`src/sv/dpp_pkg.sv`:
```
// Shared widths, register indexes and record types for the depth pixel to point pipeline.
`default_nettype none

package dpp_pkg;

    // Field widths of the stream payloads
    localparam int PIXEL_W     = 12;
    localparam int DEPTH_RAW_W = 16;
    localparam int COLOR_W     = 8;
    localparam int OUT_W       = 33;
    localparam int Z_W         = 16;
    localparam int S_DATA_W    = 64;
    localparam int M_DATA_W    = 112;

    // Register widths
    localparam int CENTER_W = 16;
    localparam int INV_W    = 25;
    localparam int LIMIT_W  = 16;
    localparam int THR_W    = 10;
    localparam int CFG_IDX_W  = 3;
    localparam int CFG_DATA_W = 25;

    // Register indexes
    localparam logic [CFG_IDX_W-1:0] REG_CENTER_X        = 3'd0;
    localparam logic [CFG_IDX_W-1:0] REG_CENTER_Y        = 3'd1;
    localparam logic [CFG_IDX_W-1:0] REG_INV_FOCAL_X     = 3'd2;
    localparam logic [CFG_IDX_W-1:0] REG_INV_FOCAL_Y     = 3'd3;
    localparam logic [CFG_IDX_W-1:0] REG_DEPTH_LIMIT     = 3'd4;
    localparam logic [CFG_IDX_W-1:0] REG_COLOR_THRESHOLD = 3'd5;

    // Register reset values
    localparam logic [CENTER_W-1:0] CENTER_X_RST    = 16'd10917;
    localparam logic [CENTER_W-1:0] CENTER_Y_RST    = 16'd4078;
    localparam logic [INV_W-1:0]    INV_FOCAL_X_RST = 25'd17123;
    localparam logic [INV_W-1:0]    INV_FOCAL_Y_RST = 25'd17795;
    localparam logic [LIMIT_W-1:0]  DEPTH_LIMIT_RST = 16'd4096;
    localparam logic [THR_W-1:0]    COLOR_THR_RST   = 10'd10;

    // Bits of row, column and depth that take part in the math
    localparam int COORD_BITS = 12;
    localparam int DEPTH_BITS = 16;
    localparam int COORD_W = (COORD_BITS < PIXEL_W) ? COORD_BITS : PIXEL_W;
    localparam int DEPTH_W = (DEPTH_BITS < DEPTH_RAW_W) ? DEPTH_BITS : DEPTH_RAW_W;

    // Datapath widths
    localparam int FRAC_SHIFT = 24;
    localparam int MAG_W  = ((COORD_W + 4) > CENTER_W) ? (COORD_W + 4) : CENTER_W;
    localparam int P1_W   = MAG_W + DEPTH_W;
    localparam int HALF_W = P1_W / 2;
    localparam int HI_W   = P1_W - HALF_W;
    localparam int PPL_W  = HALF_W + INV_W;
    localparam int PPH_W  = HI_W + INV_W;
    localparam int PROD_W = P1_W + INV_W;
    localparam int SP_W   = PROD_W + 1;
    localparam int Q_W    = SP_W - FRAC_SHIFT;
    localparam int SAT_W  = (Q_W > OUT_W) ? Q_W : (OUT_W + 1);

    // Front register plus five stages in each axis unit
    localparam int NUM_STAGES = 6;

    typedef struct packed {
        logic [CENTER_W-1:0] center_x;
        logic [CENTER_W-1:0] center_y;
        logic [INV_W-1:0]    inv_focal_x;
        logic [INV_W-1:0]    inv_focal_y;
        logic [LIMIT_W-1:0]  depth_limit;
        logic [THR_W-1:0]    color_threshold;
    } cfg_t;

    typedef struct packed {
        logic [DEPTH_W-1:0] depth;
        logic [COLOR_W-1:0] blue;
        logic [COLOR_W-1:0] green;
        logic [COLOR_W-1:0] red;
    } pay_t;

    typedef struct packed {
        logic             neg_x;
        logic [MAG_W-1:0] mag_x;
        logic             neg_y;
        logic [MAG_W-1:0] mag_y;
        pay_t             pay;
    } front_t;

    typedef struct packed {
        logic [NUM_STAGES-1:0] load;
    } stage_ctrl_t;

endpackage

`default_nettype wire

```
`src/sv/dpp_axis.sv`:
```
// Five-stage projection of one axis: multiply by depth and reciprocal focal, floor, saturate.
`default_nettype none

module dpp_axis (
    input  wire logic                        aclk,
    input  wire dpp_pkg::stage_ctrl_t        ctrl,
    input  wire logic                        neg_in,
    input  wire logic [dpp_pkg::MAG_W-1:0]   mag_in,
    input  wire logic [dpp_pkg::DEPTH_W-1:0] depth_in,
    input  wire logic [dpp_pkg::INV_W-1:0]   inv_focal,
    output logic [dpp_pkg::OUT_W-1:0]        point_out
);
    import dpp_pkg::*;

    logic               neg1_reg, neg2_reg, neg3_reg;
    logic [P1_W-1:0]    p1_reg;
    logic [PPL_W-1:0]   ppl_reg;
    logic [PPH_W-1:0]   pph_reg;
    logic [PROD_W-1:0]  prod_reg;
    logic [PROD_W-1:0]  prod_next;
    logic [SP_W-1:0]    sp_reg;
    logic [SP_W-1:0]    sp_next;
    logic [SP_W-1:0]    sp_ext;
    logic [OUT_W-1:0]   out_reg;
    logic [OUT_W-1:0]   out_next;
    logic signed [Q_W-1:0]   q;
    logic signed [SAT_W-1:0] qx;

    always_comb begin
        prod_next = {pph_reg, {HALF_W{1'b0}}} + PROD_W'(ppl_reg);
        sp_ext    = {1'b0, prod_reg};
        sp_next   = neg3_reg ? (SP_W'(0) - sp_ext) : sp_ext;

        // arithmetic shift floors toward minus infinity
        q  = $signed(sp_reg[SP_W-1:FRAC_SHIFT]);
        qx = SAT_W'(q);
        if ((&qx[SAT_W-1:OUT_W-1]) || !(|qx[SAT_W-1:OUT_W-1])) begin
            out_next = qx[OUT_W-1:0];
        end else if (qx[SAT_W-1]) begin
            out_next = {1'b1, {(OUT_W-1){1'b0}}};
        end else begin
            out_next = {1'b0, {(OUT_W-1){1'b1}}};
        end
    end

    always_ff @(posedge aclk) begin
        if (ctrl.load[1]) begin
            neg1_reg <= neg_in;
            p1_reg   <= P1_W'(mag_in) * P1_W'(depth_in);
        end
        // split the wide product into two narrow partial products
        if (ctrl.load[2]) begin
            neg2_reg <= neg1_reg;
            ppl_reg  <= PPL_W'(p1_reg[HALF_W-1:0]) * PPL_W'(inv_focal);
            pph_reg  <= PPH_W'(p1_reg[P1_W-1:HALF_W]) * PPH_W'(inv_focal);
        end
        if (ctrl.load[3]) begin
            neg3_reg <= neg2_reg;
            prod_reg <= prod_next;
        end
        if (ctrl.load[4]) begin
            sp_reg <= sp_next;
        end
        if (ctrl.load[5]) begin
            out_reg <= out_next;
        end
    end

    assign point_out = out_reg;

endmodule

`default_nettype wire

```
`config.mk`:
```
export PLATFORM = sky130hd
export DESIGN_NAME = dpp_axis
export DESIGN_NICKNAME = d
export VERILOG_FILES = /design/src/sv/dpp_pkg.sv /design/src/sv/dpp_axis.sv
export SDC_FILE = /design/constraint.sdc
export NUM_CORES = 2
export LEC_CHECK = 0
export CAP_MARGIN = 20
export CORE_ASPECT_RATIO = 1.25
export CORE_MARGIN = 8
export CORE_UTILIZATION = 35
export DETAILED_ROUTE_END_ITERATION = 7
export DONT_BUFFER_PORTS = 1
export GPL_ROUTABILITY_DRIVEN = 0
export HOLD_SLACK_MARGIN = 0.12
export PLACE_DENSITY = 0.46
export REMOVE_ABC_BUFFERS = 1
export SETUP_SLACK_MARGIN = 0.15
export SLEW_MARGIN = 5
export SYNTH_ARGS = -nofsm -noshare
export SYNTH_HDL_FRONTEND = slang
export SYNTH_SLANG_ARGS = --single-unit
```
`constraint.sdc`:
```
create_clock -name aclk -period 10.45 [get_ports aclk]
set_input_delay 0 -clock aclk [delete_from_list [all_inputs] [get_ports aclk]]
set_output_delay 0 -clock aclk [all_outputs]
set_load 0.01 [all_outputs]
```
==> results.sh <==
export IMPL_outcome="completed"
export IMPL_design_final_nets=5709
export IMPL_crit_path_max_incr_delay_ns=0.93
export IMPL_post_synthesis_average_cell_area_um2=9.60
export IMPL_max_freq_mhz=140
export IMPL_placeableCoreArea_um2=125000
export IMPL_final_max_slew_violation_count=0
export IMPL_worst_skew_pair_late_latency_ns=0.58
export IMPL_drv_cap=0
export IMPL_clk_transition_reported_paths_ns=0.06
export IMPL_die_x_um=332
export IMPL_initial_utilization_pct=35.1
export IMPL_cts_htree_levels=1
export IMPL_ios=98
export IMPL_std_cell_rows=145
export IMPL_worstRegToRegCells=20
export IMPL_grt_util_all_layers_pct=16.0
export IMPL_worst_setup_path_type="flop to flop"
export IMPL_largest_register_ffs=57
export IMPL_worstPathBufferInverterCount=5
export IMPL_totalNegativeSetupSlack_ns=0
export IMPL_layout_common_cells="968 x inv_1, 835 x fa_1, 713 x nand2_1, 434 x and2_1, 357 x ha_1"
export IMPL_crit_path_cell_trace="nand2_1 -> fa_1 -> inv_1 -> fa_1 -> inv_1 -> fa_1 -> inv_1 -> fa_1 -> fa_1 -> inv_1 -> fa_1 -> inv_1 -> ha_1 -> and3_1 -> a311oi_1 -> o21bai_1 -> a2111oi_0 -> o31a_1 -> o21ai_0 -> xnor2_1"
export IMPL_worst_path_dominant_cell_family="adder cells"
export IMPL_drc=0
export IMPL_r2r_start="p1_reg[25]$_DFFE_PP_"
export IMPL_largest_buffer_count_on_any_clock_path=3
export IMPL_mappedNetlistArea_um2=43800
export IMPL_detailedPlace_worstSlack_ns=3.28
export IMPL_yosysWarningCount=0
export IMPL_hpwl_um=83800
export IMPL_synthToLayoutAreaGrowth_pct=6.40
export IMPL_drive_gt1_share_pct=2.64
export IMPL_mostFrequentLayoutCell="inv_1"
export IMPL_finalInstanceArea_um2=46600
export IMPL_detailedRoute_firstIterationViolations=1026
export IMPL_slew_at_the_pin_with_the_worst_max_slew_slack_ns=0.998
export IMPL_finalCriticalPeriod_ns=7.14
export IMPL_worst_hold_path_endpoint="p1_reg[31]$_DFFE_PP_"
export IMPL_arrival_time_worst_endpoint_ns=7.46
export IMPL_synth_seq_area_share_pct=16.5
export IMPL_worst_slew_margin_rel_pct=33.5
export IMPL_final_routed_wirelength_um=107000
export IMPL_grt_antenna_before_repair=5
export IMPL_data_required_time_at_the_worst_endpoint_ns=10.77
export IMPL_timing_hold_worst_path_depth=5
export IMPL_most_instantiated_flip_flop_cell_in_the_synthesis_netlist="edfxtp_1"
export IMPL_syn_instance_count=4565
export IMPL_worst_setup_path_end_kind="flop"
export IMPL_cts_num_sinks=241
export IMPL_worst_slack_ns=3.31
export IMPL_clock_skew_ns=0.0200
export IMPL_postSynthRegisterBits=241
export IMPL_netlist_cell_type_count=75
export IMPL_cts_root_buf="clkbuf_16"
export IMPL_dieArea_um2=137000
export IMPL_critPathLaunchType="flop"
export IMPL_detail_route_antenna_nets=0
export IMPL_drtPass1Iterations=5
export IMPL_tritoncts="yes"
export IMPL_worstHoldPathType="primary input to flop"
export IMPL_grt_pass1_wl_um=177000
export IMPL_num_fill_cells=12642
export IMPL_min_from="depth_in[15]"
export IMPL_regArea_um2=7240
export IMPL_multiInputGateArea_um2=32200
export IMPL_r2r_setup_slack_ns=3.31
export IMPL_synth_edff_count=241
export IMPL_timing_final_crit_share_pct=68.3
export IMPL_vias=29308
export IMPL_grt_start_max_net_pins=84
export IMPL_setup_viol=0
export IMPL_grt_ovfl_total=0
export IMPL_critical_path_slowest_cell="edfxtp_1"
export IMPL_portBuffers=0
export IMPL_wl_per_cell_um=17.6
export IMPL_ys_async_sr_fraction_pct=0
export IMPL_grt_setup_unrepaired="false"
export IMPL_place_area_um2=45300
export IMPL_die_height_um=412
export IMPL_worstReg2RegEnd="pph_reg[36]$_DFFE_PP_"
export IMPL_vias_per_cell=4.81
export IMPL_cts_buffers_inserted=28
export IMPL_via_count_of_the_first_global_routing_pass=32714
export IMPL_finalHoldViolCount=0
export IMPL_antennaDiodeCount=0
export IMPL_worstPathMaxFanout=17
export IMPL_cp_common_cell="fa_1"
-- cells by family (layout without fill, tap and decap cells) --
group | after synthesis | after routing | synth area share [%]
xor gates and xnor gates | 175 | 175 | 3.50
AOI/OAI and AO/OA | 440 | 440 | 6.63
DFF | 241 | 241 | 16.5
adders and majority gates | 1192 | 1192 | 48.4
and+or+nand+nor | 1349 | 1349 | 14.9
buffers and inverters | 1168 | 1077 | 10.1
-- stage by stage --
stage | cells | hold slack (ns) | utilization (%)
5_1_grt | 6091 | 0.195 | 37.4
3_5_place_dp | 6012 | 0.100 | 36.3
2_1_floorplan | 4365 | 0.0989 | -
3_3_place_gp | 6011 | 0.100 | 36.3
6_report | 6091 | 0.187 | 37.4
4_1_cts | 6090 | 0.121 | 37.4
-- layer usage --
metal / global-route usage [%] / vias to the layer above / share of wire (%)
met5: 0 / - / 0.025
met4: 3.74 / 4 / 2.4
met3: 2.16 / 161 / 4.2
met2: 29.4 / 483 / 51
met1: 19.8 / 14975 / 42
li1: - / 13685 / -
-- area by class of cell --
cell class | count | area share (%)
flip-flops and latches | 241 | 15.5
inverters | 968 | 7.80
multi-input cells | 3156 | 69.0
clock buffers | 34 | 1.60
well taps | 1617 | 4.34
clock inverters | 18 | 0.489
repair buffers | 57 | 1.26
-- worst max path at each step --
| stage | depth (start not counted) | from | slack, ns | end |
|---|---|---|---|---|
| CTS | 20 | p1_reg[25]$_DFFE_PP_ | 3.26 | pph_reg[36]$_DFFE_PP_ |
| global route | 20 | p1_reg[25]$_DFFE_PP_ | 2.98 | pph_reg[36]$_DFFE_PP_ |
| global placement | 20 | p1_reg[25]$_DFFE_PP_ | 3.33 | pph_reg[34]$_DFFE_PP_ |
| floorplan | 21 | p1_reg[7]$_DFFE_PP_ | 3.91 | ppl_reg[39]$_DFFE_PP_ |
| detailed placement | 20 | p1_reg[25]$_DFFE_PP_ | 3.28 | pph_reg[36]$_DFFE_PP_ |
| finish | 20 | p1_reg[25]$_DFFE_PP_ | 3.31 | pph_reg[36]$_DFFE_PP_ |
-- synth_stat cells, drive strengths merged (11+ instances only) --
cell | instances | area share, %
a211oi | 11 | 0.19
a21o | 96 | 1.7
xor2 | 56 | 1.1
nand4 | 11 | 0.16
clkbuf | 195 | 1.7
fa | 835 | 38
a21oi | 126 | 1.5
and3 | 17 | 0.25
and2 | 434 | 6.2
edfxtp | 241 | 17
o31ai | 11 | 0.28
inv | 968 | 8.3
o21ai | 96 | 1.1
nand2 | 713 | 6.1
nand2b | 12 | 0.17
nor2b | 16 | 0.23
nand3 | 34 | 0.40
nor3 | 17 | 0.21
nor2 | 51 | 0.44
nor4 | 17 | 0.29
o21a | 13 | 0.22
ha | 357 | 10
xnor2 | 119 | 2.4
o21bai | 21 | 0.36
-- tightest hold or removal path, delay by kind of cell --
family        cells  cell delay, ns
xor+xnor          3            0.34
fa+ha+maj         1            0.19
simple gates      1            0.12
-- what timing repair did --
action                                 in CTS  in global routing
endpoints found under the hold margin     255                  0
hold buffers                               26                  0
setup endpoints to repair                   0                  0
setup buffers                               0                  0
gates resized for setup                     0                  0
Power is not shown: default switching activity piles up to over one toggle a cycle in this logic, so the estimate is an artifact.
