## src/sv/dpp_pkg.sv

```systemverilog
// Shared widths, register indexes and record types for the depth pixel to point pipeline.
`default_nettype none

package dpp_pkg;

    // Field widths of the stream payloads
    localparam int PIXEL_W     = 12;
    localparam int DEPTH_RAW_W = 16;
    localparam int COLOR_W     = 8;
    localparam int OUT_W       = 33;
    localparam int Z_W         = 16;
    localparam int S_DATA_W    = 64;
    localparam int M_DATA_W    = 112;

    // Register widths
    localparam int CENTER_W = 16;
    localparam int INV_W    = 25;
    localparam int LIMIT_W  = 16;
    localparam int THR_W    = 10;
    localparam int CFG_IDX_W  = 3;
    localparam int CFG_DATA_W = 25;

    // Register indexes
    localparam logic [CFG_IDX_W-1:0] REG_CENTER_X        = 3'd0;
    localparam logic [CFG_IDX_W-1:0] REG_CENTER_Y        = 3'd1;
    localparam logic [CFG_IDX_W-1:0] REG_INV_FOCAL_X     = 3'd2;
    localparam logic [CFG_IDX_W-1:0] REG_INV_FOCAL_Y     = 3'd3;
    localparam logic [CFG_IDX_W-1:0] REG_DEPTH_LIMIT     = 3'd4;
    localparam logic [CFG_IDX_W-1:0] REG_COLOR_THRESHOLD = 3'd5;

    // Register reset values
    localparam logic [CENTER_W-1:0] CENTER_X_RST    = 16'd10917;
    localparam logic [CENTER_W-1:0] CENTER_Y_RST    = 16'd4078;
    localparam logic [INV_W-1:0]    INV_FOCAL_X_RST = 25'd17123;
    localparam logic [INV_W-1:0]    INV_FOCAL_Y_RST = 25'd17795;
    localparam logic [LIMIT_W-1:0]  DEPTH_LIMIT_RST = 16'd4096;
    localparam logic [THR_W-1:0]    COLOR_THR_RST   = 10'd10;

    // Bits of row, column and depth that take part in the math
    localparam int COORD_BITS = 12;
    localparam int DEPTH_BITS = 16;
    localparam int COORD_W = (COORD_BITS < PIXEL_W) ? COORD_BITS : PIXEL_W;
    localparam int DEPTH_W = (DEPTH_BITS < DEPTH_RAW_W) ? DEPTH_BITS : DEPTH_RAW_W;

    // Datapath widths
    localparam int FRAC_SHIFT = 24;
    localparam int MAG_W  = ((COORD_W + 4) > CENTER_W) ? (COORD_W + 4) : CENTER_W;
    localparam int P1_W   = MAG_W + DEPTH_W;
    localparam int HALF_W = P1_W / 2;
    localparam int HI_W   = P1_W - HALF_W;
    localparam int PPL_W  = HALF_W + INV_W;
    localparam int PPH_W  = HI_W + INV_W;
    localparam int PROD_W = P1_W + INV_W;
    localparam int SP_W   = PROD_W + 1;
    localparam int Q_W    = SP_W - FRAC_SHIFT;
    localparam int SAT_W  = (Q_W > OUT_W) ? Q_W : (OUT_W + 1);

    // Front register plus five stages in each axis unit
    localparam int NUM_STAGES = 6;

    typedef struct packed {
        logic [CENTER_W-1:0] center_x;
        logic [CENTER_W-1:0] center_y;
        logic [INV_W-1:0]    inv_focal_x;
        logic [INV_W-1:0]    inv_focal_y;
        logic [LIMIT_W-1:0]  depth_limit;
        logic [THR_W-1:0]    color_threshold;
    } cfg_t;

    typedef struct packed {
        logic [DEPTH_W-1:0] depth;
        logic [COLOR_W-1:0] blue;
        logic [COLOR_W-1:0] green;
        logic [COLOR_W-1:0] red;
    } pay_t;

    typedef struct packed {
        logic             neg_x;
        logic [MAG_W-1:0] mag_x;
        logic             neg_y;
        logic [MAG_W-1:0] mag_y;
        pay_t             pay;
    } front_t;

    typedef struct packed {
        logic [NUM_STAGES-1:0] load;
    } stage_ctrl_t;

endpackage

`default_nettype wire

```

## src/sv/dpp_cfg.sv

```systemverilog
// Configuration register file for the depth pixel to point pipeline.
`default_nettype none

module dpp_cfg (
    input  wire logic                           aclk,
    input  wire logic                           aresetn,
    input  wire logic                           cfg_valid,
    output logic                                cfg_ready,
    input  wire logic [dpp_pkg::CFG_IDX_W-1:0]  cfg_index,
    input  wire logic [dpp_pkg::CFG_DATA_W-1:0] cfg_data,
    output dpp_pkg::cfg_t                       cfg
);
    import dpp_pkg::*;

    cfg_t cfg_reg;

    assign cfg_ready = 1'b1;
    assign cfg      = cfg_reg;

    always_ff @(posedge aclk) begin
        if (!aresetn) begin
            cfg_reg.center_x        <= CENTER_X_RST;
            cfg_reg.center_y        <= CENTER_Y_RST;
            cfg_reg.inv_focal_x     <= INV_FOCAL_X_RST;
            cfg_reg.inv_focal_y     <= INV_FOCAL_Y_RST;
            cfg_reg.depth_limit     <= DEPTH_LIMIT_RST;
            cfg_reg.color_threshold <= COLOR_THR_RST;
        end else if (cfg_valid) begin
            unique case (cfg_index)
                REG_CENTER_X:        cfg_reg.center_x        <= cfg_data[CENTER_W-1:0];
                REG_CENTER_Y:        cfg_reg.center_y        <= cfg_data[CENTER_W-1:0];
                REG_INV_FOCAL_X:     cfg_reg.inv_focal_x     <= cfg_data[INV_W-1:0];
                REG_INV_FOCAL_Y:     cfg_reg.inv_focal_y     <= cfg_data[INV_W-1:0];
                REG_DEPTH_LIMIT:     cfg_reg.depth_limit     <= cfg_data[LIMIT_W-1:0];
                REG_COLOR_THRESHOLD: cfg_reg.color_threshold <= cfg_data[THR_W-1:0];
                default: ;
            endcase
        end
    end

endmodule

`default_nettype wire

```

## config.mk

```make
export PLATFORM = sky130hd
export DESIGN_NAME = dpp_cfg
export DESIGN_NICKNAME = d
export VERILOG_FILES = /design/src/sv/dpp_pkg.sv /design/src/sv/dpp_cfg.sv
export SDC_FILE = /design/constraint.sdc
export NUM_CORES = 1
export LEC_CHECK = 0
export BUFFER_PORTS_ARGS = -buffer_cell sky130_fd_sc_hd__buf_2
export CORE_ASPECT_RATIO = 1.2
export CORE_UTILIZATION = 25
export CTS_CLUSTER_SIZE = 40
export DETAILED_ROUTE_END_ITERATION = 16
export HOLD_SLACK_MARGIN = 0.05
export PLACE_DENSITY = 0.43
export SKIP_LAST_GASP = 1
export SLEW_MARGIN = 20
export SYNTH_ARGS = -nofsm -noshare
export SYNTH_HDL_FRONTEND = slang
export SYNTH_SLANG_ARGS = --single-unit
```

## constraint.sdc

```tcl
create_clock -name aclk -period 2.55 [get_ports aclk]
set_input_delay 0 -clock aclk [delete_from_list [all_inputs] [get_ports aclk]]
set_output_delay 0 -clock aclk [all_outputs]
set_load 0.02 [all_outputs]
```

==> flow_summary.html <==
<table>
<tr><th>Metric</th><th>Value</th></tr>
<tr><th colspan="2">Outcome</th></tr>
<tr><td>Status</td><td>finished, final reports clean</td></tr>
<tr><th colspan="2">Cells and area</th></tr>
<tr><td>Antenna diode count</td><td>0</td></tr>
<tr><td>Multi-input combinational cell area</td><td>0.00188 mm^2</td></tr>
<tr><td>Most used cells in the layout excluding fill and tap cells</td><td>sky130_fd_sc_hd__buf_2, sky130_fd_sc_hd__mux2i_1, sky130_fd_sc_hd__dfxtp_1</td></tr>
<tr><td>Area overhead of the layout relative to synthesis</td><td>34.2%</td></tr>
<tr><td>Flip-flop count of the largest register after layout</td><td>108</td></tr>
<tr><td>Layout Nets</td><td>583</td></tr>
<tr><td>Share of post-route cells with drive strength above 1</td><td>0.296</td></tr>
<tr><td>Total area of sequential cells</td><td>0.00216 mm^2</td></tr>
<tr><td>Most common cell after layout, fill and taps aside</td><td>sky130_fd_sc_hd__buf_2</td></tr>
<tr><td>Area of all placed cells without fillers</td><td>0.00560 mm^2</td></tr>
<tr><td>Fill cell total of the finished layout</td><td>1,714</td></tr>
<tr><th colspan="2">Hold path</th></tr>
<tr><td>Path class of the lowest-slack min-delay path</td><td>in2reg</td></tr>
<tr><th colspan="2">Floorplan</th></tr>
<tr><td>Boundary Pins</td><td>140</td></tr>
<tr><td>Area of the die</td><td>0.0172 mm^2</td></tr>
<tr><td>Standard-cell row count</td><td>51</td></tr>
<tr><td>Placeable Area</td><td>0.0163 mm^2</td></tr>
<tr><td>Die X</td><td>120 um</td></tr>
<tr><td>Die outline height</td><td>143 um</td></tr>
<tr><td>Initial Util</td><td>0.256</td></tr>
<tr><th colspan="2">Synthesis</th></tr>
<tr><td>Proportion of synthesized chip area in sequential cells</td><td>0.518</td></tr>
<tr><td>Synth unique cells</td><td>16</td></tr>
<tr><td>Number of register bits inferred by synthesis</td><td>108</td></tr>
<tr><td>Async set or reset register ratio after synthesis</td><td>0</td></tr>
<tr><td>Number of nets produced by synthesis</td><td>435</td></tr>
<tr><td>Post-synthesis instance area</td><td>0.00417 mm^2</td></tr>
<tr><td>Number of enable flip-flop cells after synthesis</td><td>0</td></tr>
<tr><td>Predominant post-synthesis flop cell</td><td>sky130_fd_sc_hd__dfxtp_1</td></tr>
<tr><td>Avg Inst Size Synth</td><td>10.3 um^2</td></tr>
<tr><td>Cells after Synth</td><td>404</td></tr>
<tr><td>Total of warnings raised by yosys</td><td>0</td></tr>
<tr><th colspan="2">Timing</th></tr>
<tr><td>Transition time at the pin with the least slew margin</td><td>0.853 ns</td></tr>
<tr><td>Post-route setup TNS</td><td>0 ns</td></tr>
<tr><td>Post-layout minimum cycle time</td><td>1.05 ns</td></tr>
<tr><td>Setup repair after global routing missed its margin</td><td>false</td></tr>
<tr><td>Worst Slack Setup Final</td><td>1.50 ns</td></tr>
<tr><td>Rel. slew slack</td><td>0.428</td></tr>
<tr><td>Maximum achievable frequency</td><td>0.952 GHz</td></tr>
<tr><td>Share of the clock period used by the worst path after layout</td><td>0.412</td></tr>
<tr><td>Total setup violations reported at the end of the flow</td><td>0</td></tr>
<tr><td>Final Skew</td><td>0 ns</td></tr>
<tr><td>Hold slack final</td><td>0.0675 ns</td></tr>
<tr><td>Number of hold violations in the final report</td><td>0</td></tr>
<tr><td>Number of slew-limit violations in the final report</td><td>0</td></tr>
<tr><th colspan="2">Global route</th></tr>
<tr><td>Global-route usage over all layers</td><td>0.143</td></tr>
<tr><td>Maximum number of pins on one net before global-route repair</td><td>71</td></tr>
<tr><td>Antenna violations before repair</td><td>0</td></tr>
<tr><td>First-pass GRT wire length</td><td>18,200 um</td></tr>
<tr><td>Via count of the first global-routing pass</td><td>3,294</td></tr>
<tr><td>Congestion Overflow GR</td><td>0</td></tr>
<tr><th colspan="2">Drt</th></tr>
<tr><td>Initial drt markers</td><td>85</td></tr>
<tr><td>Routed WL per cell</td><td>15.5 um</td></tr>
<tr><td>Detailed-router iteration count before antenna repair</td><td>4</td></tr>
<tr><td>Total DRC errors in the routed layout</td><td>0</td></tr>
<tr><td>Total Wirelength</td><td>11,900 um</td></tr>
<tr><td>Count of antenna-violating nets left after detailed routing</td><td>0</td></tr>
<tr><td>Detailed-route vias per instance</td><td>4.23</td></tr>
<tr><td>Routed via count</td><td>3,251</td></tr>
<tr><th colspan="2">Setup path</th></tr>
<tr><td>Kind of start point of the critical path</td><td>primary input</td></tr>
<tr><td>Maximum fanout count along the critical path</td><td>9</td></tr>
<tr><td>Data arrival, critical path</td><td>1.31 ns</td></tr>
<tr><td>WP data required</td><td>2.81 ns</td></tr>
<tr><td>Critical path class</td><td>in2reg</td></tr>
<tr><td>Category of the worst setup path capture point</td><td>register</td></tr>
<tr><th colspan="2">Clocking</th></tr>
<tr><td>Number of clock buffers inserted by TritonCTS</td><td>9</td></tr>
<tr><td>Clock network latency to the later pin of the worst-skew pair</td><td>0.35 ns</td></tr>
<tr><td>Number of clock sinks</td><td>108</td></tr>
<tr><td>Number of setup buffers added after CTS</td><td>0</td></tr>
<tr><td>Cts repair resizes</td><td>0</td></tr>
<tr><td>Clock transition at the registers of the reported paths</td><td>0.07 ns</td></tr>
<tr><td># H-tree levels</td><td>3</td></tr>
<tr><td>Clock tree from TritonCTS</td><td>done</td></tr>
<tr><td>Clk buf depth</td><td>2</td></tr>
<tr><td>Buffer cell driving the clock tree root</td><td>sky130_fd_sc_hd__clkbuf_16</td></tr>
<tr><th colspan="2">Run</th></tr>
<tr><td>Number of max-cap violations</td><td>0</td></tr>
<tr><th colspan="2">Place</th></tr>
<tr><td>Count of buffers from port buffering</td><td>138</td></tr>
<tr><td>Placement-stage worst setup slack</td><td>1.11 ns</td></tr>
<tr><td>Final weighted congestion of routability-driven global placement</td><td>0.703</td></tr>
<tr><td>Placed Area</td><td>0.00507 mm^2</td></tr>
<tr><td>HPWL after detailed placement</td><td>8420 um</td></tr>
<tr><th colspan="2">Power and ir drop</th></tr>
<tr><td>Pwr Density</td><td>623 mW/mm^2</td></tr>
<tr><td>Overall power consumption</td><td>3.49 mW</td></tr>
<tr><td>P_leak</td><td>2.72 nW</td></tr>
<tr><td>Maximum ir drop on the vdd rail</td><td>0.261 mV</td></tr>
</table>
==> cell families (layout without fill, tap and decap cells) <==
logic type,after synthesis,in the layout,share of synthesized area
flops,108,108,0.518
buf+inv,31,184,0.0375
other cells,1,1,0.000899
simple gates,156,156,0.184
mux,108,108,0.259
==> cells in the mapped netlist, types with 2 or more instances <==
cell	number	area [um^2]
sky130_fd_sc_hd__buf_1	3	11.3
sky130_fd_sc_hd__buf_2	8	40.0
sky130_fd_sc_hd__buf_4	4	30.0
sky130_fd_sc_hd__buf_6	2	22.5
sky130_fd_sc_hd__clkbuf_1	14	52.6
sky130_fd_sc_hd__dfxtp_1	108	2160
sky130_fd_sc_hd__mux2i_1	108	1080
sky130_fd_sc_hd__nand2_1	100	375
sky130_fd_sc_hd__nand4b_1	2	17.5
sky130_fd_sc_hd__nand4bb_1	2	22.5
sky130_fd_sc_hd__nor2b_1	47	294
sky130_fd_sc_hd__nor4bb_1	2	20.0
==> worst paths after layout <==
check | cells past startpoint | slack [ns] | start | endpoint
setup / recovery | 3 | 1.50 | cfg_index[2] | cfg[63]
hold / removal | 3 | 0.07 | cfg_data[15] | cfg[107]
setup reg to reg | 2 | 1.90 | cfg[103] | cfg[103]
hold reg to reg | 2 | 0.46 | cfg[17] | cfg[17]
==> timing repair <==
action / CTS / global route
endpoints found under the setup margin: 0 / 0
endpoints found under the hold margin: 77 / 0
hold buffers: 23 / 0
==> report_power, final <==
| group | switching [mW] | total [mW] | leakage [nW] | internal (mW) |
|---|---|---|---|---|
| Clock | 0.661 | 1.43 | 0.138 | 0.767 |
| Combinational | 0.188 | 0.319 | 1.71 | 0.131 |
| Sequential | 0.0193 | 1.74 | 0.875 | 1.72 |
==> cell type report <==
cell class,count,share of cell area
Sequential cell,108,0.386
Multi-Input combinational cell,265,0.336
Clock buffer,9,0.0402
Tap cell,212,0.0474
Timing Repair Buffer,168,0.177
Clock inverter,7,0.0134
==> critical path: stages <==
cell and delay, ns:
sky130_fd_sc_hd__buf_2 0.17, sky130_fd_sc_hd__nand4bb_1 0.78, sky130_fd_sc_hd__mux2i_1 0.36
==> routing by layer <==
metal / global-route usage / wire, um
met1: 0.156 / 4850
met2: 0.257 / 6080
met3: 0.0488 / 814
met4: 0.0493 / 153
met5: 0 / 0
==> per-stage QoR <==
stage           util  std cells
2_1_floorplan      -        404
3_5_place_dp   0.311        730
3_3_place_gp   0.311        730
6_report       0.344        769
4_1_cts        0.344        769
5_1_grt        0.344        769
(Power assumes the default switching activity.)
