<file path="src/sv/dpp_pkg.sv">
// Shared widths, register indexes and record types for the depth pixel to point pipeline.
`default_nettype none

package dpp_pkg;

    // Field widths of the stream payloads
    localparam int PIXEL_W     = 12;
    localparam int DEPTH_RAW_W = 16;
    localparam int COLOR_W     = 8;
    localparam int OUT_W       = 33;
    localparam int Z_W         = 16;
    localparam int S_DATA_W    = 64;
    localparam int M_DATA_W    = 112;

    // Register widths
    localparam int CENTER_W = 16;
    localparam int INV_W    = 25;
    localparam int LIMIT_W  = 16;
    localparam int THR_W    = 10;
    localparam int CFG_IDX_W  = 3;
    localparam int CFG_DATA_W = 25;

    // Register indexes
    localparam logic [CFG_IDX_W-1:0] REG_CENTER_X        = 3'd0;
    localparam logic [CFG_IDX_W-1:0] REG_CENTER_Y        = 3'd1;
    localparam logic [CFG_IDX_W-1:0] REG_INV_FOCAL_X     = 3'd2;
    localparam logic [CFG_IDX_W-1:0] REG_INV_FOCAL_Y     = 3'd3;
    localparam logic [CFG_IDX_W-1:0] REG_DEPTH_LIMIT     = 3'd4;
    localparam logic [CFG_IDX_W-1:0] REG_COLOR_THRESHOLD = 3'd5;

    // Register reset values
    localparam logic [CENTER_W-1:0] CENTER_X_RST    = 16'd10917;
    localparam logic [CENTER_W-1:0] CENTER_Y_RST    = 16'd4078;
    localparam logic [INV_W-1:0]    INV_FOCAL_X_RST = 25'd17123;
    localparam logic [INV_W-1:0]    INV_FOCAL_Y_RST = 25'd17795;
    localparam logic [LIMIT_W-1:0]  DEPTH_LIMIT_RST = 16'd4096;
    localparam logic [THR_W-1:0]    COLOR_THR_RST   = 10'd10;

    // Bits of row, column and depth that take part in the math
    localparam int COORD_BITS = 12;
    localparam int DEPTH_BITS = 16;
    localparam int COORD_W = (COORD_BITS < PIXEL_W) ? COORD_BITS : PIXEL_W;
    localparam int DEPTH_W = (DEPTH_BITS < DEPTH_RAW_W) ? DEPTH_BITS : DEPTH_RAW_W;

    // Datapath widths
    localparam int FRAC_SHIFT = 24;
    localparam int MAG_W  = ((COORD_W + 4) > CENTER_W) ? (COORD_W + 4) : CENTER_W;
    localparam int P1_W   = MAG_W + DEPTH_W;
    localparam int HALF_W = P1_W / 2;
    localparam int HI_W   = P1_W - HALF_W;
    localparam int PPL_W  = HALF_W + INV_W;
    localparam int PPH_W  = HI_W + INV_W;
    localparam int PROD_W = P1_W + INV_W;
    localparam int SP_W   = PROD_W + 1;
    localparam int Q_W    = SP_W - FRAC_SHIFT;
    localparam int SAT_W  = (Q_W > OUT_W) ? Q_W : (OUT_W + 1);

    // Front register plus five stages in each axis unit
    localparam int NUM_STAGES = 6;

    typedef struct packed {
        logic [CENTER_W-1:0] center_x;
        logic [CENTER_W-1:0] center_y;
        logic [INV_W-1:0]    inv_focal_x;
        logic [INV_W-1:0]    inv_focal_y;
        logic [LIMIT_W-1:0]  depth_limit;
        logic [THR_W-1:0]    color_threshold;
    } cfg_t;

    typedef struct packed {
        logic [DEPTH_W-1:0] depth;
        logic [COLOR_W-1:0] blue;
        logic [COLOR_W-1:0] green;
        logic [COLOR_W-1:0] red;
    } pay_t;

    typedef struct packed {
        logic             neg_x;
        logic [MAG_W-1:0] mag_x;
        logic             neg_y;
        logic [MAG_W-1:0] mag_y;
        pay_t             pay;
    } front_t;

    typedef struct packed {
        logic [NUM_STAGES-1:0] load;
    } stage_ctrl_t;

endpackage

`default_nettype wire

</file>
<file path="src/sv/dpp_front.sv">
// Input stage: pixel filter and signed offset of the pixel from the principal point.
`default_nettype none

module dpp_front (
    input  wire logic                            aclk,
    input  wire dpp_pkg::stage_ctrl_t            ctrl,
    input  wire dpp_pkg::cfg_t                   cfg,
    input  wire logic [dpp_pkg::PIXEL_W-1:0]     pixel_row,
    input  wire logic [dpp_pkg::PIXEL_W-1:0]     pixel_col,
    input  wire logic [dpp_pkg::DEPTH_RAW_W-1:0] depth_raw,
    input  wire logic [dpp_pkg::COLOR_W-1:0]     blue_in,
    input  wire logic [dpp_pkg::COLOR_W-1:0]     green_in,
    input  wire logic [dpp_pkg::COLOR_W-1:0]     red_in,
    output logic                                 keep,
    output dpp_pkg::front_t                      front
);
    import dpp_pkg::*;

    front_t front_reg;
    front_t front_next;

    logic [DEPTH_W-1:0] depth;
    logic [THR_W-1:0]   color_sum;
    logic [MAG_W:0]     diff_x;
    logic [MAG_W:0]     diff_y;
    logic [MAG_W:0]     abs_x;
    logic [MAG_W:0]     abs_y;

    assign depth = depth_raw[DEPTH_W-1:0];

    always_comb begin
        color_sum = THR_W'(blue_in) + THR_W'(green_in) + THR_W'(red_in);
        keep = (depth != '0)
            && (LIMIT_W'(depth) < cfg.depth_limit)
            && (color_sum > cfg.color_threshold);

        // coordinate in Q4 minus center, one bit wider to hold the sign
        diff_x = (MAG_W+1)'({pixel_col[COORD_W-1:0], 4'b0000}) - (MAG_W+1)'(cfg.center_x);
        diff_y = (MAG_W+1)'({pixel_row[COORD_W-1:0], 4'b0000}) - (MAG_W+1)'(cfg.center_y);
        abs_x  = diff_x[MAG_W] ? ((MAG_W+1)'(0) - diff_x) : diff_x;
        abs_y  = diff_y[MAG_W] ? ((MAG_W+1)'(0) - diff_y) : diff_y;

        front_next.neg_x     = diff_x[MAG_W];
        front_next.mag_x     = abs_x[MAG_W-1:0];
        front_next.neg_y     = diff_y[MAG_W];
        front_next.mag_y     = abs_y[MAG_W-1:0];
        front_next.pay.depth = depth;
        front_next.pay.blue  = blue_in;
        front_next.pay.green = green_in;
        front_next.pay.red   = red_in;
    end

    always_ff @(posedge aclk) begin
        if (ctrl.load[0]) begin
            front_reg <= front_next;
        end
    end

    assign front = front_reg;

endmodule

`default_nettype wire

</file>
<file path="config.mk">
export PLATFORM = sky130hd
export DESIGN_NAME = dpp_front
export DESIGN_NICKNAME = d
export VERILOG_FILES = /design/src/sv/dpp_pkg.sv /design/src/sv/dpp_front.sv
export SDC_FILE = /design/constraint.sdc
export NUM_CORES = 1
export LEC_CHECK = 0
export BUFFER_PORTS_ARGS = -buffer_cell sky130_fd_sc_hd__buf_2
export CAP_MARGIN = 10
export CELL_PAD_IN_SITES_DETAIL_PLACEMENT = 0
export CELL_PAD_IN_SITES_GLOBAL_PLACEMENT = 1
export CORE_ASPECT_RATIO = 0.5
export CORE_UTILIZATION = 35
export CTS_BUF_LIST = sky130_fd_sc_hd__clkbuf_16
export DETAILED_ROUTE_END_ITERATION = 10
export PLACE_DENSITY = 0.79
export RECOVER_POWER = 25
export REMOVE_ABC_BUFFERS = 1
export SLEW_MARGIN = 10
export SYNTH_ARGS = -nofsm -noshare
export SYNTH_HDL_FRONTEND = slang
export SYNTH_SLANG_ARGS = --single-unit
</file>
<file path="constraint.sdc">
create_clock -name aclk -period 8.4 [get_ports aclk]
set_input_delay 0.42 -clock aclk [delete_from_list [all_inputs] [get_ports aclk]]
set_output_delay 0.42 -clock aclk [all_outputs]
set_load 0.005 [all_outputs]
</file>
==> flow_summary.ini, run 1 <==
[status]
outcome = finished, violations left
violations = max-capacitance violations, max-slew violations

[synth]
synth-edff-count = 74
syn-cell-area_mm2 = 0.00537
synth-seq-cells = 74
synth_ff_type = edfxtp_1
synth_seq_area_share_pct = 41.4
ys_async_sr_fraction_pct = 0
yosysWarningCount = 0
syn_inst = 521
synth_area_per_cell_um2 = 10.3
ys_types = 58

[clocking]
post_cts_buffers = 0
cts_resized = 0
cts_buffers = 9
htreeDepth = 3
cts.path.max_buffers = 2
path_clk_slew_ns = 0.06
hold_buffers = 0
cts_tree = done
clock_sinks = 74
cts_root_buf = clkbuf_16

[pwr]
pwr-share-clk_pct = 31.8
p_comb_share_pct = 30.0
sw_frac_of_total_pct = 28.2
power_leakage_nw = 3.14
power_frac_seq_pct = 38.2
p_int_uw = 904
vdd_drop_max_mv = 0.0969
power_density_mw_per_mm2 = 184
power.switching_uw = 356

[timing]
rsz0062_at_grt = false
setup_viol = 0
hold_viol = 0
relSlewSlack_pct = -169
finalSetupTns_ns = 0
period_share_pct = 48.9
tightest_slew_ns = 4.03
hold_slack_ns = 0.282
period_needed_ns = 4.11
slew_viol_final = 75
fmaxAchievable_mhz = 243

[finish]
drive_gt1_share_pct = 24.7
largest_reg_flops = 74
area_delta_synth_final_pct = 27.4
final_cells = 928
n_fill_cell = 1467
design_area_mm2 = 0.00683
nNetsFinal = 970

[floorplanning]
num_rows = 31
initial_utilization_pct = 36.5
die_width_um = 177
core-area_mm2 = 0.0147
dieHeight_um = 89.5
die_area_mm2 = 0.0159
io_pins = 254

[setup_path]
worst-path-buf-inv = 6
crit_path_cell_trace = clkbuf_1 -> inv_1 -> fa_1 -> inv_1 -> ha_1 -> inv_1 -> fa_1 -> inv_1 -> a21oi_1 -> o21ai_0 -> a21oi_1 -> o21bai_1 -> a21oi_1 -> nor2_1 -> ha_1 -> nand4_1 -> o311ai_0 -> nor3_1 -> o31ai_1 -> nor3_1 -> buf_2
critPathRequiredTime_ns = 7.98
cp.arrival_ns = 3.69
cpMostUsedCell = inv_1
critPathKind = input port to output port
end_kind = output port
crit_path_start_kind = input port
crit_family = adder cells
cpPeakStageDelay_ns = 0.46
cp_max_fo = 2
slowest_stage = fa_1

[routing]
drcViolationCount = 0
drt-wirelength-per-cell_um = 13.1
wirelength_um = 12200
first_pass_iters = 4
via_per_inst = 4.65
vias = 4312
antenna_left = 0
drtIter0Drc = 133

[job]
cap_violations = 1

[hold_path]
whs_path_depth = 1
min_to = front[23]
min_path_type = input port to register
hold_start = blue_in[7]

[global_routing]
grt_pass1_vias = 3988
antenna_found_initial = 0
global_route.usage.met2_pct = 25.9
use_met3_pct = 3.95
grtUsageMet1_pct = 19.2
grt_max_degree = 75
grt_pass1_wl_um = 18800
grt.total_usage_pct = 15.2
busiest_layer = met2
grt_overflow_total = 0

[place]
dpl.cell_count = 911
place_congestion = 0.820
dp_hpwl_um = 9980
placed_area_mm2 = 0.00658
port-buffer-count = 198
layer usage:
layer / up-vias / part of all wire, % / routed length [um]
li1: 2254 / - / -
met1: 1925 / 46 / 5570
met2: 118 / 47 / 5700
met3: 15 / 5.8 / 701
met4: 0 / 1.6 / 189
met5: - / 0 / 0
stage by stage:
stage / total power, mW / setup slack (ns) / utilization [%]
after detailed placement: 0.874 / 4.28 / 44.7
final: 1.26 / 4.29 / 46.5
after floorplan: 0.728 / 4.82 / -
after global placement: 0.866 / 4.30 / 44.7
after CTS: 1.28 / 4.26 / 46.8
after global routing: 1.35 / 3.92 / 46.5
placed cells by master, fill, tap and decap left out, types with 12 or more instances in the layout:
cell	synthesis	layout
buf_2	1	156
inv_1	80	81
edfxtp_1	74	74
ha_1	58	58
clkbuf_1	4	42
xnor2_1	38	38
a21oi_1	30	30
nor2_1	29	29
nand2_1	26	26
o21ai_0	20	20
xor2_1	20	20
nor3_1	12	12
logic make-up (layout without fill, tap and decap cells):
kind of cell,Yosys count,in the layout,share of synthesized area [%]
AOI/OAI and AO/OA,109,109,13.4
xor gates and xnor gates,58,58,9.47
adders and majority gates,67,67,16.9
buffers and inverters,86,294,6.18
DFF,74,74,41.4
muxes,3,3,0.560
other,0,1,0
and+or+nand+nor,124,124,12.1
power groups by stage:
stage	clock [mW]	sequential, mW	combinational (mW)
4_1_cts	0.413	0.481	0.388
2_1_floorplan	0	0.496	0.233
3_3_place_gp	0	0.486	0.380
6_report	0.401	0.481	0.378
3_5_place_dp	0	0.488	0.386
5_1_grt	0.430	0.486	0.430
worst max path at each step:
stage	from	endpoint	slack, ns	cells past startpoint
floorplan	blue_in[1]	keep	4.82	19
global placement	blue_in[1]	keep	4.30	21
detailed placement	blue_in[1]	keep	4.28	21
CTS	blue_in[1]	keep	4.26	21
global route	blue_in[1]	keep	3.92	21
finish	blue_in[1]	keep	4.29	21
cell usage after synthesis (all sizes together) (3+ instances only):
cell | count | area [um2]
nor2 | 30 | 115
mux2i | 3 | 30.0
o21ai | 20 | 100
a211oi | 3 | 22.5
a21oi | 30 | 150
edfxtp | 74 | 2220
clkbuf | 4 | 15.0
xor2 | 20 | 175
xnor2 | 38 | 333
o31ai | 5 | 37.5
o21bai | 9 | 67.6
ha | 58 | 726
or3 | 5 | 36.3
or2 | 4 | 25.0
nor3 | 12 | 60.1
o211ai | 4 | 35.0
nand3 | 8 | 40.0
fa | 9 | 180
o21a | 6 | 45.0
a21o | 11 | 82.6
a31oi | 4 | 25.0
nand2b | 6 | 37.5
nand4 | 5 | 31.3
inv | 80 | 300
nand2 | 26 | 97.6
nor4 | 6 | 37.5
nor2b | 8 | 50.1
area by class of cell:
cell class | instances | area (um2) | share of cell area (%)
antenna | 1 | 2.50 | 0.0366
clock buffer | 9 | 225 | 3.30
clock inverter | 7 | 85.1 | 1.25
timing repair buffer | 198 | 938 | 13.7
sequential | 74 | 2220 | 32.5
multi-input combinational | 361 | 2810 | 41.1
inverter | 80 | 300 | 4.39
tap | 198 | 248 | 3.63
(Power assumes the default switching activity.)
==> run 2: changes to the inputs <==
CORE_UTILIZATION = 31   (was 35)
PLACE_DENSITY = 0.74   (was 0.79)
clock period = 3.7 ns   (was 8.4 ns; I/O delays follow)
==> run 2 against run 1 <==
Total power rose by 130%. Worst setup slack got worse by 4.0 ns. Non-clock buffer count rose by 5. Via count fell by 0.60%. Final cell count rose by 3.7%. Hold slack got worse by 0.25 ns. Combinational power rose by 140%. Critical path depth fell by 1. Core utilization fell by 4.6 points. First-iteration DRC count fell by 12%. Clock-buffer cell count did not move. Critical endpoint unchanged. Routed wire length rose by 1.1%. Largest power group unchanged. The run still ends with max-capacitance violations, max-slew violations left.
==> flow_summary.ini, run 2 (synthesis gave the netlist of run 1 again) <==
[pwr]
p_int_mw = 2.07
pwr-share-clk_pct = 31.5
power_leakage_nw = 3.18
sw_frac_of_total_pct = 28.4
p_comb_share_pct = 30.8
power_frac_seq_pct = 37.7
power_density_mw_per_mm2 = 416
vdd_drop_max_mv = 0.164
power.switching_uw = 822

[timing]
fmaxAchievable_mhz = 292
hold_slack_ns = 0.0370
setup_viol = 0
relSlewSlack_pct = -21.8
tightest_slew_ns = 1.83
period_needed_ns = 3.43
finalSetupTns_ns = 0
hold_viol = 0
period_share_pct = 92.7
rsz0062_at_grt = false
slew_viol_final = 75
fin_ws_ns = 0.271

[floorplanning]
core-area_mm2 = 0.0166
num_rows = 33
io_pins = 254
die_width_um = 188
initial_utilization_pct = 32.2
dieHeight_um = 95.0
die_area_mm2 = 0.0179

[setup_path]
critPathKind = input port to output port
cp_max_fo = 2
cp.arrival_ns = 3.24
crit_path_start_kind = input port
critPathRequiredTime_ns = 3.51
end_kind = output port

[hold_path]
whs_path_depth = 1
hold_start = red_in[1]
min_path_type = input port to register
min_to = front[1]

[finish]
drive_gt1_share_pct = 27.8
design_area_mm2 = 0.00696
mostFrequentLayoutCell = buf_2
fin_util_pct = 41.8
area_delta_synth_final_pct = 29.8
final_cell_mix = buf_2, inv_1, edfxtp_1
nNetsFinal = 975
largest_reg_flops = 74

[clocking]
cts_root_buf = clkbuf_16
hold_buffers = 0
path_clk_slew_ns = 0.05
cts.path.max_buffers = 2
cts_tree = done
clock_sinks = 74
cts_buffers = 9
htreeDepth = 3

[routing]
vias = 4286
drcViolationCount = 0
first_pass_iters = 4
wirelength_um = 12300
drt-wirelength-per-cell_um = 12.8
antenna_left = 0
via_per_inst = 4.46
drtIter0Drc = 117

[status]
violations = max-capacitance violations, max-slew violations
outcome = finished, violations left

[place]
pre_cts_ws_ns = 0.120
port-buffer-count = 198
placed_area_mm2 = 0.00663
dp_hpwl_um = 10100
place_congestion = 0.808

[job]
cap_violations = 1

[global_routing]
grt_overflow_total = 0
antenna_found_initial = 1
grt.total_usage_pct = 13.6
grt_pass1_vias = 4025
grt_max_degree = 75
grt_pass1_wl_um = 19200
[run 2: how the worst max path moves through the flow]
| stage | end | depth (start not counted) | startpoint | slack (ns) |
|---|---|---|---|---|
| 2_1_floorplan | keep | 19 | blue_in[1] | 0.59 |
| 3_3_place_gp | keep | 21 | blue_in[1] | 0.14 |
| 3_5_place_dp | keep | 21 | green_in[1] | 0.12 |
| 4_1_cts | keep | 21 | green_in[1] | 0.11 |
| 5_1_grt | keep | 21 | red_in[1] | 0.0002 |
| 6_report | keep | 20 | red_in[1] | 0.27 |
[run 2: power groups by stage]
stage	clock, mW	sequential (mW)	combinational, mW
3_3_place_gp	0	1.11	0.869
4_1_cts	0.946	1.09	0.881
6_report	0.912	1.09	0.891
5_1_grt	0.975	1.10	1.01
2_1_floorplan	0	1.13	0.528
3_5_place_dp	0	1.11	0.876
[run 2: final cells by class]
cell class	count	area [um2]
Antenna cell	1	2.50
Clock buffer	9	225
Clock inverter	7	85.1
Fill cell	1685	9680
Inverter	80	300
Multi-Input combinational cell	361	2840
Sequential cell	74	2220
Tap cell	227	284
Timing Repair Buffer	203	1000
[run 2: timing repair]
action                                  in CTS  in global routing
endpoints found under the setup margin       0                  1
hold endpoints to repair                     0                  0
gates resized for setup                      0                 20
setup buffers                                0                  3
[run 2: metrics by stage]
stage                     std cells  total power [mW]
after CTS                       958              2.92
final                           962              2.89
after global placement          942              1.97
after floorplan                 515              1.65
after detailed placement        942              1.99
after global routing            961              3.08
[run 2: metal layers]
layer | global-route usage [%] | vias to the layer above | wire length [um]
li1 | - | 2269 | -
met1 | 17.7 | 1918 | 5850
met2 | 22.5 | 88 | 5780
met3 | 3.31 | 11 | 540
met4 | 4.27 | 0 | 122
met5 | 0 | - | 0
[run 2: worst max-delay path: stages]
cell and delay [ns]:
buf_6 0.07, inv_2 0.03, fa_1 0.47, inv_1 0.07, ha_2 0.18, inv_2 0.04, fa_2 0.39, inv_2 0.06
a21oi_2 0.05, o21ai_2 0.18, a21oi_2 0.08, o21bai_2 0.19, xor2_1 0.18, ha_1 0.26, nand4_1 0.09, o311ai_1 0.08
nor3_1 0.19, o31ai_1 0.10, nor3_1 0.19, buf_2 0.15
